**src/sv/mkd_pkg.sv**
```systemverilog
// ----------------------------------------------------------------------------
// mkd_pkg
// Shared types, constants and the Morse decode table for the key decoder.
// ----------------------------------------------------------------------------
package mkd_pkg;

  localparam int TIME_W = 48;
  localparam int REG_W  = 26;
  localparam int CHAR_W = 7;
  localparam int CMD_W  = 2;
  localparam int IDX_W  = 2;

  localparam int MESSAGE_LIMIT_DEFAULT = 2048;
  localparam int MAX_MARKS_DEFAULT     = 6;

  localparam logic [REG_W-1:0] DASH_THRESHOLD_RESET = REG_W'(1000000);
  localparam logic [REG_W-1:0] LETTER_GAP_RESET     = REG_W'(2000000);
  localparam logic [REG_W-1:0] DEBOUNCE_TIME_RESET  = REG_W'(30000);

  localparam logic [CHAR_W-1:0] UNKNOWN_CHAR = CHAR_W'(8'h3d);

  // Event kinds on the input tuser.
  localparam logic [CMD_W-1:0] CMD_START = 2'd0;
  localparam logic [CMD_W-1:0] CMD_END   = 2'd1;
  localparam logic [CMD_W-1:0] CMD_SEND  = 2'd2;

  // Configuration register indexes.
  localparam logic [IDX_W-1:0] REG_DASH_THRESHOLD = 2'd0;
  localparam logic [IDX_W-1:0] REG_LETTER_GAP     = 2'd1;
  localparam logic [IDX_W-1:0] REG_DEBOUNCE_TIME  = 2'd2;

  typedef struct packed {
    logic [REG_W-1:0] dash_threshold;
    logic [REG_W-1:0] letter_gap;
    logic [REG_W-1:0] debounce_time;
  } cfg_t;

  typedef enum logic [1:0] {
    OP_GAP  = 2'd0,
    OP_MARK = 2'd1,
    OP_SEND = 2'd2
  } op_t;

  typedef struct packed {
    op_t  op;
    logic dash;
  } qentry_t;

  // Code register value (leading 1 included) to character; 0 means no entry.
  function automatic logic [CHAR_W-1:0] morse_lookup(input logic [5:0] code);
    logic [7:0] c;
    c = 8'h00;
    unique case (code)
      6'd5:  c = "a";
      6'd24: c = "b";
      6'd26: c = "c";
      6'd12: c = "d";
      6'd2:  c = "e";
      6'd18: c = "f";
      6'd14: c = "g";
      6'd16: c = "h";
      6'd4:  c = "i";
      6'd23: c = "j";
      6'd13: c = "k";
      6'd20: c = "l";
      6'd7:  c = "m";
      6'd6:  c = "n";
      6'd15: c = "o";
      6'd22: c = "p";
      6'd29: c = "q";
      6'd10: c = "r";
      6'd8:  c = "s";
      6'd3:  c = "t";
      6'd9:  c = "u";
      6'd17: c = "v";
      6'd11: c = "w";
      6'd25: c = "x";
      6'd27: c = "y";
      6'd28: c = "z";
      6'd63: c = "0";
      6'd47: c = "1";
      6'd39: c = "2";
      6'd35: c = "3";
      6'd33: c = "4";
      6'd32: c = "5";
      6'd48: c = "6";
      6'd56: c = "7";
      6'd60: c = "8";
      6'd62: c = "9";
      default: c = 8'h00;
    endcase
    return c[CHAR_W-1:0];
  endfunction

endpackage

```
**src/sv/mkd_front.sv**
```systemverilog
// ----------------------------------------------------------------------------
// mkd_front
// Accepts key events, debounces each kind against its own last time and
// classifies the survivors into letter-gap, mark and send operations.
// ----------------------------------------------------------------------------
module mkd_front (
  input  logic                          clk,
  input  logic                          rst,
  input  mkd_pkg::cfg_t                 cfg,
  input  logic                          s_tvalid,
  output logic                          s_tready,
  input  logic [mkd_pkg::TIME_W-1:0]    time_us,
  input  logic [mkd_pkg::CMD_W-1:0]     cmd,
  input  logic                          queue_full,
  output logic                          push,
  output mkd_pkg::qentry_t              push_entry
);
  import mkd_pkg::*;

  logic [TIME_W-1:0] last_start_time;
  logic [TIME_W-1:0] last_end_time;
  logic [TIME_W-1:0] last_send_time;
  logic              press_active;

  logic [TIME_W-1:0] ref_deb;
  logic [TIME_W-1:0] ref_alt;
  logic [TIME_W-1:0] el_deb;
  logic [TIME_W-1:0] el_alt;
  logic              bounce;
  logic              accept;

  assign s_tready = !queue_full;
  assign accept   = s_tvalid && s_tready;

  // One subtractor for the debounce interval of the event's own kind, one for
  // the gap (press start) or hold (press end) interval.
  always_comb begin
    unique case (cmd)
      CMD_END:  ref_deb = last_end_time;
      CMD_SEND: ref_deb = last_send_time;
      default:  ref_deb = last_start_time;
    endcase
    ref_alt = (cmd == CMD_END) ? last_start_time : last_end_time;
    el_deb  = time_us - ref_deb;
    el_alt  = time_us - ref_alt;
    bounce  = el_deb < TIME_W'(cfg.debounce_time);
  end

  always_comb begin
    push            = 1'b0;
    push_entry.op   = OP_GAP;
    push_entry.dash = el_alt > TIME_W'(cfg.dash_threshold);
    if (accept) begin
      unique case (cmd)
        CMD_START: begin
          push          = !bounce && (el_alt > TIME_W'(cfg.letter_gap));
          push_entry.op = OP_GAP;
        end
        CMD_END: begin
          push          = !bounce;
          push_entry.op = OP_MARK;
        end
        CMD_SEND: begin
          push          = !bounce && !press_active;
          push_entry.op = OP_SEND;
        end
        default: push = 1'b0;
      endcase
    end
  end

  always_ff @(posedge clk) begin
    if (rst) begin
      last_start_time <= '0;
      last_end_time   <= '0;
      last_send_time  <= '0;
      press_active    <= 1'b0;
    end else if (accept && !bounce) begin
      unique case (cmd)
        CMD_START: begin
          last_start_time <= time_us;
          press_active    <= 1'b1;
        end
        CMD_END: begin
          last_end_time <= time_us;
          press_active  <= 1'b0;
        end
        CMD_SEND: begin
          if (!press_active) begin
            last_send_time <= time_us;
          end
        end
        default: ;
      endcase
    end
  end

endmodule

```
**src/sv/mkd_queue.sv**
```systemverilog
// ----------------------------------------------------------------------------
// mkd_queue
// Two-entry queue of classified operations between the front and back parts.
// ----------------------------------------------------------------------------
module mkd_queue (
  input  logic              clk,
  input  logic              rst,
  input  logic              push,
  input  mkd_pkg::qentry_t  push_entry,
  input  logic              pop,
  output logic              full,
  output logic              not_empty,
  output mkd_pkg::qentry_t  head
);
  import mkd_pkg::*;

  qentry_t     slots [2];
  logic        wr_ptr;
  logic        rd_ptr;
  logic [1:0]  fill;

  assign full      = (fill == 2'd2);
  assign not_empty = (fill != 2'd0);
  assign head      = slots[rd_ptr];

  always_ff @(posedge clk) begin
    if (push) begin
      slots[wr_ptr] <= push_entry;
    end
  end

  always_ff @(posedge clk) begin
    if (rst) begin
      wr_ptr <= 1'b0;
      rd_ptr <= 1'b0;
      fill   <= 2'd0;
    end else begin
      if (push) begin
        wr_ptr <= !wr_ptr;
      end
      if (pop) begin
        rd_ptr <= !rd_ptr;
      end
      fill <= fill + 2'(push) - 2'(pop);
    end
  end

endmodule

```
**src/sv/mkd_back.sv**
```systemverilog
// ----------------------------------------------------------------------------
// mkd_back
// Builds the pending Morse code, closes letters, decodes them and holds the
// result in an output register.
// ----------------------------------------------------------------------------
module mkd_back #(
  parameter int MESSAGE_LIMIT = mkd_pkg::MESSAGE_LIMIT_DEFAULT,
  parameter int MAX_MARKS     = mkd_pkg::MAX_MARKS_DEFAULT
) (
  input  logic                        clk,
  input  logic                        rst,
  input  logic                        not_empty,
  input  mkd_pkg::qentry_t            head,
  output logic                        pop,
  output logic                        m_tvalid,
  input  logic                        m_tready,
  output logic [mkd_pkg::CHAR_W-1:0]  letter,
  output logic                        has_letter,
  output logic                        message_end
);
  import mkd_pkg::*;

  localparam int CODE_W = MAX_MARKS + 1;
  localparam int LEN_W  = $clog2(MAX_MARKS + 1);
  localparam int CNT_W  = $clog2(MESSAGE_LIMIT + 1);

  logic [CODE_W-1:0] code_bits;
  logic [LEN_W-1:0]  code_length;
  logic              code_overflow;
  logic [CNT_W-1:0]  element_count;

  logic              pending;
  logic [15:0]       code_ext;
  logic [CHAR_W-1:0] table_char;
  logic [CHAR_W-1:0] decoded;
  logic [CNT_W-1:0]  count_inc;
  logic              out_free;
  logic              emit;

  assign out_free = !m_tvalid || m_tready;
  assign pop      = not_empty && out_free;
  assign pending  = (code_length != '0) || code_overflow;

  always_comb begin
    code_ext   = 16'(code_bits);
    table_char = morse_lookup(code_ext[5:0]);
    if (!code_overflow && (code_ext[15:6] == '0) && (table_char != '0)) begin
      decoded = table_char;
    end else begin
      decoded = UNKNOWN_CHAR;
    end
    count_inc = (element_count < CNT_W'(MESSAGE_LIMIT)) ? element_count + 1'b1
                                                        : element_count;
    // A popped send always produces a transaction; a gap only when it closes a letter.
    emit = pop && ((head.op == OP_SEND) || ((head.op == OP_GAP) && pending));
  end

  always_ff @(posedge clk) begin
    if (rst) begin
      code_bits     <= CODE_W'(1);
      code_length   <= '0;
      code_overflow <= 1'b0;
      element_count <= '0;
      m_tvalid      <= 1'b0;
    end else begin
      m_tvalid <= emit || (m_tvalid && !m_tready);
      if (pop) begin
        unique case (head.op)
          OP_GAP: begin
            if (pending) begin
              letter        <= decoded;
              has_letter    <= 1'b1;
              message_end   <= 1'b0;
              code_bits     <= CODE_W'(1);
              code_length   <= '0;
              code_overflow <= 1'b0;
              element_count <= count_inc;
            end
          end
          OP_MARK: begin
            // Marks are dropped once the element count reaches two below the message limit.
            if (element_count < CNT_W'(MESSAGE_LIMIT - 2)) begin
              if (code_length < LEN_W'(MAX_MARKS)) begin
                code_bits   <= {code_bits[CODE_W-2:0], head.dash};
                code_length <= code_length + 1'b1;
              end else begin
                code_overflow <= 1'b1;
              end
              element_count <= count_inc;
            end
          end
          OP_SEND: begin
            letter        <= pending ? decoded : '0;
            has_letter    <= pending;
            message_end   <= 1'b1;
            code_bits     <= CODE_W'(1);
            code_length   <= '0;
            code_overflow <= 1'b0;
            element_count <= '0;
          end
          default: ;
        endcase
      end
    end
  end

endmodule

```
**src/sv/morse_key_decoder_top.sv**
```systemverilog
// ----------------------------------------------------------------------------
// morse_key_decoder_top
// Morse key decoder: timestamped key events in, decoded characters out.
// ----------------------------------------------------------------------------
// Input stream: tuser carries the event kind (press start, press end, send),
// tdata the 48-bit microsecond timestamp. Output stream: tdata carries the
// character, tuser is set when a character is present, and tlast marks the
// result of an accepted send, which closes the message.
// The configuration port writes the dash threshold, letter gap and debounce
// time; writes take effect at the next clock edge.
// One event is accepted every clock cycle while the queue is not full. The front
// part debounces the event and classifies it in the accepting cycle; the
// operation is queued, and the result, if any, is registered in the output
// register. Events other than sends that close no letter produce no output transaction.
// When the receiver stalls, the output register holds its result and the
// two-entry queue between the classifier and the decoder absorbs further
// operations; tready drops only when that queue is full.
// Reset clears all timestamps, the pending code and the message element count,
// and loads the configuration registers with their default values.
// ----------------------------------------------------------------------------
module morse_key_decoder_top #(
  parameter int MESSAGE_LIMIT = mkd_pkg::MESSAGE_LIMIT_DEFAULT,
  parameter int MAX_MARKS     = mkd_pkg::MAX_MARKS_DEFAULT
) (
  input  logic                        clk,
  input  logic                        rst,
  input  logic                        cfg_write,
  input  logic [mkd_pkg::IDX_W-1:0]   cfg_index,
  input  logic [mkd_pkg::REG_W-1:0]   cfg_data,
  input  logic                        s_tvalid,
  output logic                        s_tready,
  input  logic [47:0]                 s_tdata,   // time_us[47:0]
  input  logic [mkd_pkg::CMD_W-1:0]   s_tuser,   // cmd[1:0]
  output logic                        m_tvalid,
  input  logic                        m_tready,
  output logic [7:0]                  m_tdata,   // letter[6:0], zero [7]
  output logic                        m_tuser,   // has_letter
  output logic                        m_tlast    // message_end
);
  import mkd_pkg::*;

  cfg_t              cfg;
  logic              push;
  qentry_t           push_entry;
  logic              pop;
  logic              queue_full;
  logic              not_empty;
  qentry_t           head;
  logic [CHAR_W-1:0] letter;

  always_ff @(posedge clk) begin
    if (rst) begin
      cfg.dash_threshold <= DASH_THRESHOLD_RESET;
      cfg.letter_gap     <= LETTER_GAP_RESET;
      cfg.debounce_time  <= DEBOUNCE_TIME_RESET;
    end else if (cfg_write) begin
      unique case (cfg_index)
        REG_DASH_THRESHOLD: cfg.dash_threshold <= cfg_data;
        REG_LETTER_GAP:     cfg.letter_gap     <= cfg_data;
        REG_DEBOUNCE_TIME:  cfg.debounce_time  <= cfg_data;
        default: ;
      endcase
    end
  end

  mkd_front u_front (
    .clk        (clk),
    .rst        (rst),
    .cfg        (cfg),
    .s_tvalid   (s_tvalid),
    .s_tready   (s_tready),
    .time_us    (s_tdata),
    .cmd        (s_tuser),
    .queue_full (queue_full),
    .push       (push),
    .push_entry (push_entry)
  );

  mkd_queue u_queue (
    .clk        (clk),
    .rst        (rst),
    .push       (push),
    .push_entry (push_entry),
    .pop        (pop),
    .full       (queue_full),
    .not_empty  (not_empty),
    .head       (head)
  );

  mkd_back #(
    .MESSAGE_LIMIT (MESSAGE_LIMIT),
    .MAX_MARKS     (MAX_MARKS)
  ) u_back (
    .clk         (clk),
    .rst         (rst),
    .not_empty   (not_empty),
    .head        (head),
    .pop         (pop),
    .m_tvalid    (m_tvalid),
    .m_tready    (m_tready),
    .letter      (letter),
    .has_letter  (m_tuser),
    .message_end (m_tlast)
  );

  assign m_tdata = {1'b0, letter};

endmodule

```
**config.mk**
```make
export PLATFORM = sky130hd
export DESIGN_NAME = morse_key_decoder_top
export DESIGN_NICKNAME = d
export VERILOG_FILES = /design/src/sv/mkd_pkg.sv /design/src/sv/mkd_front.sv /design/src/sv/mkd_queue.sv /design/src/sv/mkd_back.sv /design/src/sv/morse_key_decoder_top.sv
export SDC_FILE = /design/constraint.sdc
export NUM_CORES = 1
export LEC_CHECK = 0
export ABC_AREA = 1
export BUFFER_PORTS_ARGS = -buffer_cell sky130_fd_sc_hd__buf_4
export CAP_MARGIN = 10
export CORE_UTILIZATION = 55
export DETAILED_ROUTE_END_ITERATION = 10
export HOLD_SLACK_MARGIN = 0.1
export PLACE_DENSITY = 0.72
export SETUP_SLACK_MARGIN = 0.05
export SLEW_MARGIN = 10
export SYNTH_ARGS = -nofsm -noshare
export SYNTH_HDL_FRONTEND = slang
export SYNTH_SLANG_ARGS = --single-unit
```
**constraint.sdc**
```tcl
create_clock -name clk -period 9.77 [get_ports clk]
set_input_delay 1.954 -clock clk [delete_from_list [all_inputs] [get_ports clk]]
set_output_delay 1.954 -clock clk [all_outputs]
set_load 0.005 [all_outputs]
```
### After elaboration in Yosys (flattened, before gate mapping)

Memory sizes are Yosys's and may differ from the RTL's. A register that Yosys moved wholly into a read port is not among the register bits.
Index checks and enable logic that the tools add are counted.

| word-level totals | value |
|---|---|
| memories | 2 |
| logic and storage cells | 124 |
| output and inout bits | 12 |
| register bits after elaboration | 260 |
| input bits | 83 |
| ROM bits | 448 |
| memory bits (writable) | 6 |

Memories:

| memory | words | width | rd ports | clocked after Yosys merged registers in | write ports | RTL line | text |
|---|---|---|---|---|---|---|---|
| (no name shown) | 64 | 7 | 1 | 1 | 0 | mkd_pkg.sv:53 | `unique case (code)` |
| u_queue.slots | 2 | 3 | 1 | 1 | 1 | mkd_queue.sv:17 | `qentry_t slots [2];` |

| cells by class | value |
|---|---|
| reduce and logical (&&, ||, !) cells | 42 |
| add/sub/neg operators | 6 |
| bitwise logic cells | 3 |
| equality and inequality tests | 11 |
| mux-type cells | 36 |
| magnitude comparators | 6 |

Operator list:

| operator | count |
|---|---|
| $gt A48 B26 Y1 | 2 |
| $pmux W48 S2 | 1 |
| $sub A48 B48 Y48 | 2 |
| $lt A48 B26 Y1 | 1 |
| $mux W48 | 1 |
| $mux W7 | 6 |
| $mux W12 | 3 |
| $pmux W12 S3 | 1 |
| $pmux W7 S3 | 1 |
| $pmux W7 S2 | 1 |
| $add A12 B1 Y12 const B | 1 |
| $lt A12 B11 Y1 const B | 1 |
| $lt A12 B12 Y1 const B | 1 |
| $mux W6 | 2 |
| $reduce_and A2 Y1 | 6 |
| $logic_and A1 B1 Y1 | 10 |
| $reduce_and A5 Y1 | 2 |
| $mux W1 | 9 |
| $mux W3 | 3 |
| $pmux W3 S3 | 1 |
| $eq A2 B2 Y1 const B | 4 |
| $logic_not A1 Y1 | 8 |
| $reduce_and A4 Y1 | 2 |
| $reduce_bool A7 Y1 | 1 |
| 17 further kinds | 34 |

### Logic depth before layout (Yosys ltp)

| logic depth | value |
|---|---|
| word-level depth | 10 |
| mapped depth | 36 |
| mapped depth without buffers | 34 |

### Hierarchy

From an unflattened synthesis, not the netlist that was laid out.

| second synthesis, totals | value |
|---|---|
| cell total of the unflattened synthesis | 4,099 |
| area total of the unflattened synthesis | 24,161.9 sq um |

Modules (own cells, without submodules):

| module | cells an instance | area each (sq um) | seq. area each (sq um) | instances |
|---|---|---|---|---|
| mkd_front | 3,242 | 18,057.3 | 2,902.8 | 1 |
| morse_key_decoder_top | 464 | 3,228.1 | 1,561.5 | 1 |
| mkd_back | 352 | 2,434.8 | 890.9 | 1 |
| mkd_queue | 41 | 441.7 | 280.3 | 1 |

### Least setup slack after synthesis

Ideal clock, no wire load.

| timing path | value |
|---|---|
| kind | input -> register |
| start | input s_tuser[0] in the netlist's numbering |
| end | register u_queue.fill[1] |
| stages | 30 |
| path buffers | 2 |
| required time | 9.650 ns |
| setup slack | 3.738 ns |
| arrival time | 5.912 ns |
| setup time | 0.120 ns |
| path through | inv_1 > ha_1 > clkbuf_1 > clkbuf_1 > o211ai_1 > o21ai_0 > ha_1 > nand2_1 > inv_1 > a21oi_2 > nand2_1 > nand2_1 > nand2_1 > a21oi_1 > o21ai_0 > xor2_1 > ha_1 > a21oi_1 > a21boi_1 > nand3_1 > nor2_1 > nand2_1 > nor2_1 > nand3_1 > nand2_1 > nor2_1 > ha_1 > xor2_1 > o21ai_0 > a21oi_1 |

| between the ends | value |
|---|---|
| word-level cells in the longest chain between the ends | 10 |
| elaborated cells between the ends (all ways) | 16 |
| those cells by class | 4 x add/sub; 2 x order compare; 2 x eq/ne; 4 x mux; 4 x reduce/logical |

RTL lines:

| what | RTL line | text |
|---|---|---|
| from (decl) | morse_key_decoder_top.sv:33 | `input logic [mkd_pkg::CMD_W-1:0] s_tuser,` |
| $eq A2 B2 Y1 / $eq A2 B1 Y1 (equally long branches) | mkd_front.sv:38, mkd_front.sv:54, mkd_front.sv:43 |  |
| $pmux W48 S2 | mkd_front.sv:38 | `unique case (cmd)` |
| $sub A48 B48 Y48 | mkd_front.sv:44 | `el_deb = time_us - ref_deb;` |
| $lt A48 B26 Y1 | mkd_front.sv:46 | `bounce = el_deb < TIME_W'(cfg.debounce_time);` |
| $logic_not A1 Y1 | mkd_front.sv:56, mkd_front.sv:60, mkd_front.sv:64 |  |
| $logic_and A1 B1 Y1 (on tied branches) | mkd_front.sv:64, mkd_front.sv:56 |  |
| $pmux W1 S3 * | mkd_front.sv:54 | `unique case (cmd)` |
| $mux W1 * | mkd_front.sv:53 | `if (accept) begin` |
| $add A2 B1 Y2 * | mkd_queue.sv:44 | `fill <= fill + 2'(push) - 2'(pop);` |
| $sub A2 B1 Y2 * | mkd_queue.sv:44 |  |
| to (signal assigned) | mkd_queue.sv:44 |  |
| to (decl) | mkd_queue.sv:20 | `logic [1:0] fill;` |

Mark *: on every way between the ends. The rest lies on a longest branch, timed or not.
A chain may end at the register's enable or synchronous reset.

### Final worst setup path

| timing path | value |
|---|---|
| start | input s_tuser[0] in the netlist's numbering |
| end | register u_front.last_end_time[19] |

| between the ends | value |
|---|---|
| word-level cells in the longest chain between the ends | 7 |
| elaborated cells between the ends (all ways) | 8 |
| those cells by class | 1 x add/sub; 1 x order compare; 2 x eq/ne; 1 x mux; 3 x reduce/logical |

RTL lines:

| what | RTL line | text |
|---|---|---|
| $eq A2 B2 Y1 / $eq A2 B1 Y1 (equally long branches) | mkd_front.sv:38, mkd_front.sv:79 |  |
| $pmux W48 S2 | mkd_front.sv:38 |  |
| $sub A48 B48 Y48 | mkd_front.sv:44 |  |
| $lt A48 B26 Y1 | mkd_front.sv:46 |  |
| $logic_not A1 Y1 | mkd_front.sv:78 | `end else if (accept && !bounce) begin` |
| $logic_and A1 B1 Y1 | mkd_front.sv:78 |  |
| $reduce_and A2 Y1 (no line) * | n/a |  |
| to (signal assigned) | mkd_front.sv:85 | `last_end_time <= time_us;` |
| to (decl) | mkd_front.sv:21 | `logic [TIME_W-1:0] last_end_time;` |

Marks and branches as above.

==> flow_metrics.py <==
metrics = {
    "cts": {
        "cts-htree-levels": 2,
        "post_cts_resized": 0,
        "clkLatencyLatePin_ns": 0.56,
        "cts.sinks": 274,
        "tritoncts.num_buffers": 34,
        "cts_buffer_depth": 3,
        "cts_root_buf": "clkbuf_16",
        "tritoncts": "done",
        "cts_setup_buffers": 0,
        "hold_buffers": 0,
        "clkTransAtPathRegs_ns": 0.06,
    },
    "floorplanning": {
        "ios": 95,
        "die_x_microns": 202,
        "dieArea_sq_um": 40900,
        "fp.coreArea_sq_um": 39600,
        "std_cell_rows": 73,
        "start_util_pct": 55.7,
        "die_h_microns": 202,
    },
    "drt": {
        "vias_per_cell": 5.67,
        "vias": 23643,
        "first_pass_iters": 6,
        "drt-total-wl_mm": 78.9,
        "post-route-drc-count": 0,
        "detail-route-antenna-nets": 0,
        "drtIter0Drc": 2404,
        "wire_per_inst_microns": 18.9,
    },
    "sta": {
        "setup_tns_ns": 0,
        "final_hold_viol_count": 0,
        "worst_slew_pin_slew_ns": 1.18,
        "slew_headroom_pct": 21.0,
        "post-route-period-util_pct": 77.8,
        "slew_violations": 0,
        "finalCriticalPeriod_ns": 7.60,
        "setup_violations": 0,
        "fin_skew_ns": 0.0335,
        "fmax_ghz": 0.132,
        "grt_setup_unrepaired": "false",
    },
    "final_layout": {
        "fill_cells": 3868,
        "fin_nets": 3888,
        "n_antenna_cell": 0,
        "final_core_util_pct": 61.2,
        "area_growth_pct": 9.92,
        "layout-drive-gt1-share_pct": 7.83,
    },
    "logic_synthesis": {
        "synth_edf_count": 15,
        "synth_common_cells": "nand2_1 (1,045), inv_1 (587), a21oi_1 (317)",
        "synth_cell_type_count": 59,
        "synth-seq-cells": 274,
        "postSynthCellCount": 3584,
        "synth.avg_cell_area_sq_um": 6.16,
        "yosysMostFrequentCell": "nand2_1",
        "synth_warnings": 0,
        "synth.top_cell.area_share_pct": 23.5,
        "syn_area_sq_um": 22100,
        "yosys-top-cells-area": "dfxtp_1 (23%), nand2_1 (18%), ha_1 (11%)",
        "ys.flop_type": "dfxtp_1",
        "seq_area_frac_synth_pct": 25.5,
        "synthArstFlopShare_pct": 0,
        "synth_top_area_cell": "dfxtp_1",
        "synth_nets": 3856,
    },
    "setup_path": {
        "path_class": "in -> reg",
        "cp_max_fo": 65,
        "cp_data_required_time_ns": 10.24,
        "start_kind": "input pin",
        "end_kind": "flop",
        "cp.arrival_ns": 8.07,
    },
    "grt": {
        "grt_max_degree": 106,
        "antenna_found_initial": 0,
        "grt_pass1_wl_mm": 121,
        "grt_pass1_vias": 21674,
        "track_usage_pct": 37.8,
        "grt_overflow": 0,
    },
    "pwr": {
        "power_leakage_uw": 0.0118,
        "powerDensity_nw_per_um2": 183,
        "vdd_drop_max_v": 0.000131,
    },
    "placed_design": {
        "dp_hpwl_mm": 61.3,
        "place.gp.congestion": 1.09,
        "io_buffers": 93,
    },
    "min_path": {
        "hold_path.class": "reg -> reg",
    },
    "run": {
        "maxCapViolations": 0,
    },
    "status": {
        "run_status": "finished clean",
    },
}
## worst max-delay path, cell delays in order
cell      delay (ns)
buf_4           0.09
inv_1           0.06
ha_2            0.59
buf_4           0.45
o21ai_0         0.22
ha_1            0.46
nand2_1         0.16
nor2_1          0.31
nand2_1         0.18
nor2_1          0.16
a21oi_1         0.14
o21ai_0         0.27
xor2_1          0.18
ha_1            0.27
a21oi_1         0.22
a21boi_1        0.19
nand3_1         0.13
nor2_1          0.10
nand2_1         0.05
nor2_1          0.14
nand3_1         0.16
nand2_2         0.88
buf_4           0.37
o21ai_0         0.10
a21oi_1         0.18
## state kept, by name, indices dropped and copies added, names as in the netlist, named ones only
signal                   cells
cfg                         78
u_front.last_end_time       48
u_front.last_send_time      48
u_front.last_start_time     48
u_back.element_count        12
u_back.code_bits             7
u_back.letter                7
u_back.table_char            7
u_queue.slots                6
u_back.code_length           3
u_queue.fill                 2
u_back.code_overflow         1
u_back.has_letter            1
u_back.m_tvalid              1
u_back.message_end           1
u_front.press_active         1
u_queue.rd_ptr               1
u_queue.wr_ptr               1
## logic make-up (layout without fill, tap and decap cells)
| logic type | after synthesis | in the layout | synth area share, % |
|---|---|---|---|
| adder cells (fa/ha/maj) | 189 | 189 | 10.8 |
| AND/OR/NAND/NOR | 1625 | 1625 | 30.6 |
| flip-flops | 274 | 274 | 25.5 |
| other | 1 | 1 | 0.0170 |
| AO/OA/AOI/OAI | 727 | 727 | 18.3 |
| XOR/XNOR | 51 | 51 | 2.02 |
| multiplexers | 1 | 1 | 0.0510 |
| buffers and inverters | 716 | 774 | 12.7 |
## metrics by stage
stage	hold WS [ns]	setup slack (ns)	total power (uW)	std cells	area, sq um
2_1_floorplan	0.426	3.74	2480	3584	22100
3_5_place_dp	0.450	1.81	3040	4105	23100
6_report	0.458	2.17	4440	4167	24300
3_3_place_gp	0.439	1.88	3000	4105	23100
5_1_grt	0.479	1.77	4690	4167	24300
4_1_cts	0.463	2.33	4410	4167	24300
## cell type report
class / instances / area (sq um) / share of cell area, %
Inverter: 604 / 2270 / 9.35
Timing Repair Buffer: 108 / 823 / 3.39
Tap cell: 525 / 657 / 2.71
Sequential cell: 274 / 5640 / 23.2
Clock inverter: 20 / 270 / 1.11
Clock buffer: 42 / 942 / 3.88
Multi-Input combinational cell: 2594 / 13700 / 56.3
## path summary, 6_finish.rpt
kind	start	to	slack [ns]	depth (start not counted)
max	s_tuser[0]	u_front.last_end_time[19]	2.17	25
min reg2reg	cfg[64]	cfg[64]	0.46	2
max reg2reg	u_front.last_end_time[10]	u_front.last_end_time[19]	4.32	23
min	cfg[64]	cfg[64]	0.46	2
## layout by cell type (no fill, tap or decap), types with 7 or more instances in the layout
cell type  count
nand2_1     1044
inv_1        586
a21oi_1      317
o21ai_0      263
dfxtp_1      259
nor2_1       233
nand3_1      200
ha_1         185
buf_4        107
o211ai_1      73
xor2_1        41
nand2_2       38
clkbuf_16     35
nand4_1       33
a21oi_2       32
nor3_1        27
edfxtp_1      15
o21bai_1      14
nand3b_1      10
inv_2         10
xnor2_1       10
nor2_2         9
clkinv_1       7
clkinv_2       7
## report_power, final
part | switching (uW) | internal (uW)
Combinational | 1230 | 574
Clock | 543 | 827
Sequential | 40.8 | 1220
Total | 1820 | 2620
## routing by layer
metal / vias up / wire length, microns / track usage, %
met3: 195 / 6670 / 6.32
met1: 10788 / 32800 / 48.7
li1: 11566 / - / -
met5: - / 0 / 0
met4: 0 / 3930 / 18.1
met2: 1094 / 35400 / 61.1
(Power assumes the default switching activity.)
